<file path="src/sv/mmmes_pkg.sv">
// Shared types and codes for the min/max/median extract store.
package mmmes_pkg;

	localparam int DATA_W = 32;

	// Operation codes carried in the request item
	typedef enum logic [1:0] {
		OP_ADD    = 2'd0,
		OP_MEDIAN = 2'd1,
		OP_MIN    = 2'd2,
		OP_MAX    = 2'd3
	} opcode_t;

	// Result status codes
	typedef enum logic [1:0] {
		ST_OK    = 2'd0,
		ST_EMPTY = 2'd1,
		ST_FULL  = 2'd2
	} status_t;

	typedef struct packed {
		logic [1:0]               opcode;
		logic signed [DATA_W-1:0] operand;
	} req_item_t;

	typedef struct packed {
		logic signed [DATA_W-1:0] result_value;
		logic [1:0]               status;
	} rsp_item_t;

	// Broadcast command to every cell of the sorted chain
	typedef struct packed {
		logic                     add_en;
		logic                     ext_en;
		logic signed [DATA_W-1:0] ins_value;
	} cell_cmd_t;

	// Control tag that travels with the reduction tree
	typedef struct packed {
		logic       valid;
		logic [1:0] status;
	} tree_tag_t;

endpackage

</file>
<file path="src/sv/mmmes_cell.sv">
// One position of the sorted shift-register chain.
module mmmes_cell #(
	parameter int IDX = 0,
	parameter int CW  = 7,
	parameter int IW  = 6
) (
	input  logic                                clk,
	input  mmmes_pkg::cell_cmd_t                cmd,
	input  logic [CW-1:0]                       count,
	input  logic [IW-1:0]                       pos,
	input  logic signed [mmmes_pkg::DATA_W-1:0] left_value,
	input  logic                                left_lt,
	input  logic signed [mmmes_pkg::DATA_W-1:0] right_value,
	output logic signed [mmmes_pkg::DATA_W-1:0] value,
	output logic                                lt,
	output logic [mmmes_pkg::DATA_W-1:0]        pick
);

	logic signed [mmmes_pkg::DATA_W-1:0] value_q;
	logic                                occupied;
	logic                                at_pos;
	logic                                at_or_above;

	// Local decisions from own index and the broadcast count / position
	assign occupied    = (CW'(IDX) < count);
	assign at_pos      = (IW'(IDX) == pos);
	assign at_or_above = (IW'(IDX) >= pos);
	assign lt          = occupied && (value_q < cmd.ins_value);
	assign value       = value_q;

	// Extracted value leaves through the cell that matches the position
	assign pick = (cmd.ext_en && at_pos) ? value_q : '0;

	// Insert: keep smaller, take new value at the boundary, else shift right.
	// Extract: cells at or above the position pull from the right neighbor.
	always_ff @(posedge clk) begin
		if (cmd.add_en) begin
			if (!lt) begin
				if (left_lt) begin
					value_q <= cmd.ins_value;
				end else begin
					value_q <= left_value;
				end
			end
		end else if (cmd.ext_en && at_or_above) begin
			value_q <= right_value;
		end
	end

endmodule

</file>
<file path="config.mk">
export PLATFORM = sky130hd
export DESIGN_NAME = mmmes_cell
export DESIGN_NICKNAME = d
export VERILOG_FILES = /design/src/sv/mmmes_pkg.sv /design/src/sv/mmmes_cell.sv
export SDC_FILE = /design/constraint.sdc
export NUM_CORES = 1
export LEC_CHECK = 0
export BUFFER_PORTS_ARGS = -buffer_cell sky130_fd_sc_hd__buf_2
export CAP_MARGIN = 20
export CELL_PAD_IN_SITES_DETAIL_PLACEMENT = 0
export CELL_PAD_IN_SITES_GLOBAL_PLACEMENT = 1
export CORE_MARGIN = 2
export CORE_UTILIZATION = 30
export DETAILED_ROUTE_END_ITERATION = 10
export PLACE_DENSITY = 0.83
export SYNTH_ARGS = -nofsm -noshare
export SYNTH_HDL_FRONTEND = slang
export SYNTH_SLANG_ARGS = --single-unit
</file>
<file path="constraint.sdc">
create_clock -name clk -period 4.53 [get_ports clk]
set_input_delay 0.906 -clock clk [delete_from_list [all_inputs] [get_ports clk]]
set_output_delay 0.906 -clock clk [all_outputs]
set_load 0.005 [all_outputs]
</file>
==> flow_metrics.env <==
export IMPL_area_growth_pct=39.93
export IMPL_path_class="in -> out"
export IMPL_tightestPinTransition_ps=971.2
export IMPL_num_io_pins=178
export IMPL_clk_pin_slew_worst_paths_ps=70
export IMPL_ys_types=28
export IMPL_regArea_um2=960.9
export IMPL_clkPwrFrac_pct=23.8
export IMPL_chipWidth_um=98.78
export IMPL_cts_root_buf="clkbuf_8"
export IMPL_synthCells=298
export IMPL_antenna_found_initial=0
export IMPL_overflow=0
export IMPL_synth_most_common_cell="a21oi_1"
export IMPL_synth_async_reset_ratio_pct=0
export IMPL_worstPathRequired_ps=3620
export IMPL_grt_pass1_wl_mm=11.74
export IMPL_hpwl_mm=6.164
export IMPL_finalPower_mw=0.8601
export IMPL_wl_mm=7.449
export IMPL_cts_buffers=5
export IMPL_synth_top_area_share_pct=35.65
export IMPL_initial_utilization_pct=30.90
export IMPL_combPwrFrac_pct=30.6
export IMPL_via_per_inst=4.684
export IMPL_cp_end_kind="output pin"
export IMPL_ys_dominant_reg_cell="edfxtp_1"
export IMPL_cts_htree_levels=2
export IMPL_grt_pass1_vias=2590
export IMPL_wl_per_cell_um=12.84
export IMPL_r2r_cells=8
export IMPL_multiInputGateArea_um2=1562
export IMPL_clockBufferDepth=2
export IMPL_final_layout_size_suffix_gt1_share_pct=40.47
export IMPL_cts_tree="built"
export IMPL_place_area_um2=3694
export IMPL_avgSynthCellArea_um2=9.044
export IMPL_status="completed"
export IMPL_cp_slowest_stage_delay_ps=290
export IMPL_post_cts_resized=0
export IMPL_fin_worst_skew_ps=7.947
export IMPL_synth_edf_count=32
export IMPL_first_iter_violations=44
export IMPL_leakage_nw=2.029
export IMPL_n_antenna_cell=0
export IMPL_routabilityCongestion=0.8006
export IMPL_power_switching_mw=0.2589
export IMPL_nNetsFinal=616
export IMPL_power_density_nw_per_um2=228.1
export IMPL_yosys_top_cells_count="a21oi_1 (46), nor2_1 (38), mux2i_1 (33)"
export IMPL_post_route_drc_count=0
export IMPL_path_cells="buf_2, inv_1, ha_1, a211o_1, a31oi_1, o311a_1, o41ai_2, a21oi_1, mux2i_1, buf_2"
export IMPL_place_port_buffers=177
export IMPL_slew_viol_final=0
export IMPL_totalNegativeSetupSlack_ps=0
export IMPL_vias=2717
export IMPL_maxCapViolCount=0
export IMPL_grt_util_met2_pct=27.34
export IMPL_slew_headroom_pct=35.26
export IMPL_setup_violations=0
export IMPL_hp_class="in -> reg"
export IMPL_fin_area_um2=3771
export IMPL_swShare_pct=30.10
export IMPL_largest_reg_flops=32
export IMPL_hold_buffers=0
export IMPL_die_h_um=98.78
export IMPL_final_antenna_net_count=0
export IMPL_ys_ff_latch=32
export IMPL_internal_power_mw=0.6012
export IMPL_fin_crit_sh_pct=77.13
export IMPL_min_period_ps=3494
export IMPL_worstPathArrival_ps=2590
export IMPL_grt_use_met3_pct=3.617
export IMPL_synth_yosys_seq_area_share_pct=35.65
export IMPL_worst_path_max_delay_cell="a211o_1"
export IMPL_crit_top_cell="buf_2"
export IMPL_grt_setup_unrepaired="no"
export IMPL_whs_path_depth=3
export IMPL_die_area_um2=9757
export IMPL_netlist_area_um2=2695
export IMPL_crit_fanout=2
export IMPL_synth_warnings=0
export IMPL_peakVddDrop_uv=111.5
export IMPL_core_area_um2=8721
export IMPL_row_count=34
export IMPL_crit_path_start_kind="primary input"
export IMPL_clk_insertion_delay_late_ps=270
export IMPL_grtUsageMet1_pct=17.69
export IMPL_top_usage_layer="met2"
export IMPL_cts_sink_count=32
export IMPL_grt_max_degree=65
export IMPL_synth_top_area_cell="edfxtp_1"
export IMPL_synth_area_leaders="edfxtp_1 (36%), ha_1 (14%), mux2i_1 (12%)"
export IMPL_fillers=908
export IMPL_timing_final_hold_violations=0
export IMPL_max_freq_mhz=286.2
export IMPL_grtUsageTotal_pct=14.87
export IMPL_seq_power_share_pct=45.6
export IMPL_post_cts_setup_buffers=0
export IMPL_synth_nets=442
export IMPL_firstDrtPassIters=4
## final timing paths
kind / slack, ps / to / startpoint
max: 1040 / lt / cmd[2]
min: 950 / value[17] / right_value[17]
max reg2reg: 1770 / value[0] / value[2]
min reg2reg: 1310 / value[11] / value[31]
## kinds of logic (layout without fill, tap and decap cells)
family / count (synthesis) / after routing / share of synthesized area [%]
simple gates: 96 / 96 / 18.43
buf+inv: 46 / 220 / 6.685
mux: 33 / 33 / 12.26
fa+ha+maj: 31 / 31 / 14.39
flops: 32 / 32 / 35.65
compound gates: 60 / 60 / 12.58
## stage by stage
| step | util [%] | hold WS, ps | setup slack (ps) | std cells |
|---|---|---|---|---|
| after floorplan | - | 1132 | 644.2 | 298 |
| after CTS | 43.24 | 934.2 | 1006 | 580 |
| after detailed placement | 42.35 | 1231 | 903.7 | 573 |
| after global placement | 42.35 | 1226 | 1013 | 573 |
| after global routing | 43.24 | 945.2 | 932.4 | 580 |
| final | 43.24 | 945.1 | 1036 | 580 |
## power groups by stage
stage | Sequential [mW] | Clock, mW | Combinational, mW
finish | 0.392 | 0.205 | 0.263
global route | 0.397 | 0.226 | 0.301
CTS | 0.393 | 0.217 | 0.271
detailed placement | 0.399 | 0 | 0.270
global placement | 0.398 | 0 | 0.262
floorplan | 0.398 | 0 | 0.140
## placed cells by master (no fill, tap or decap), drive strengths merged, types with 2 or more instances in the layout
cell    netlist  routed
nor4          3       3
inv          32      32
nor2         38      38
edfxtp       32      32
ha           31      31
nand4         6       6
o21ai         4       4
nor3          2       2
buf           6     181
mux2i        33      33
nand2        10      10
a21oi        46      46
a211oi        3       3
nand3         3       3
clkbuf        8       6
and2         32      32
## worst max-delay path, delay by kind of cell
kind	cells	cell delay, ps
mux	1	190
buf+inv	3	270
fa+ha+maj	1	280
compound gates	5	950
## routing by layer
layer	share of wire, %	vias to the layer above
met5	0	-
met4	0.35	0
met3	7.6	2
met2	51	107
met1	41	1206
li1	-	1402
## final cells by class
type,count,area share [%]
Multi-Input combinational cell,220,41.41
Clock inverter,1,0.1327
Sequential cell,32,25.48
Tap cell,108,3.583
Inverter,32,3.185
Timing Repair Buffer,181,24.29
Clock buffer,6,1.924
(Power assumes the default switching activity.)
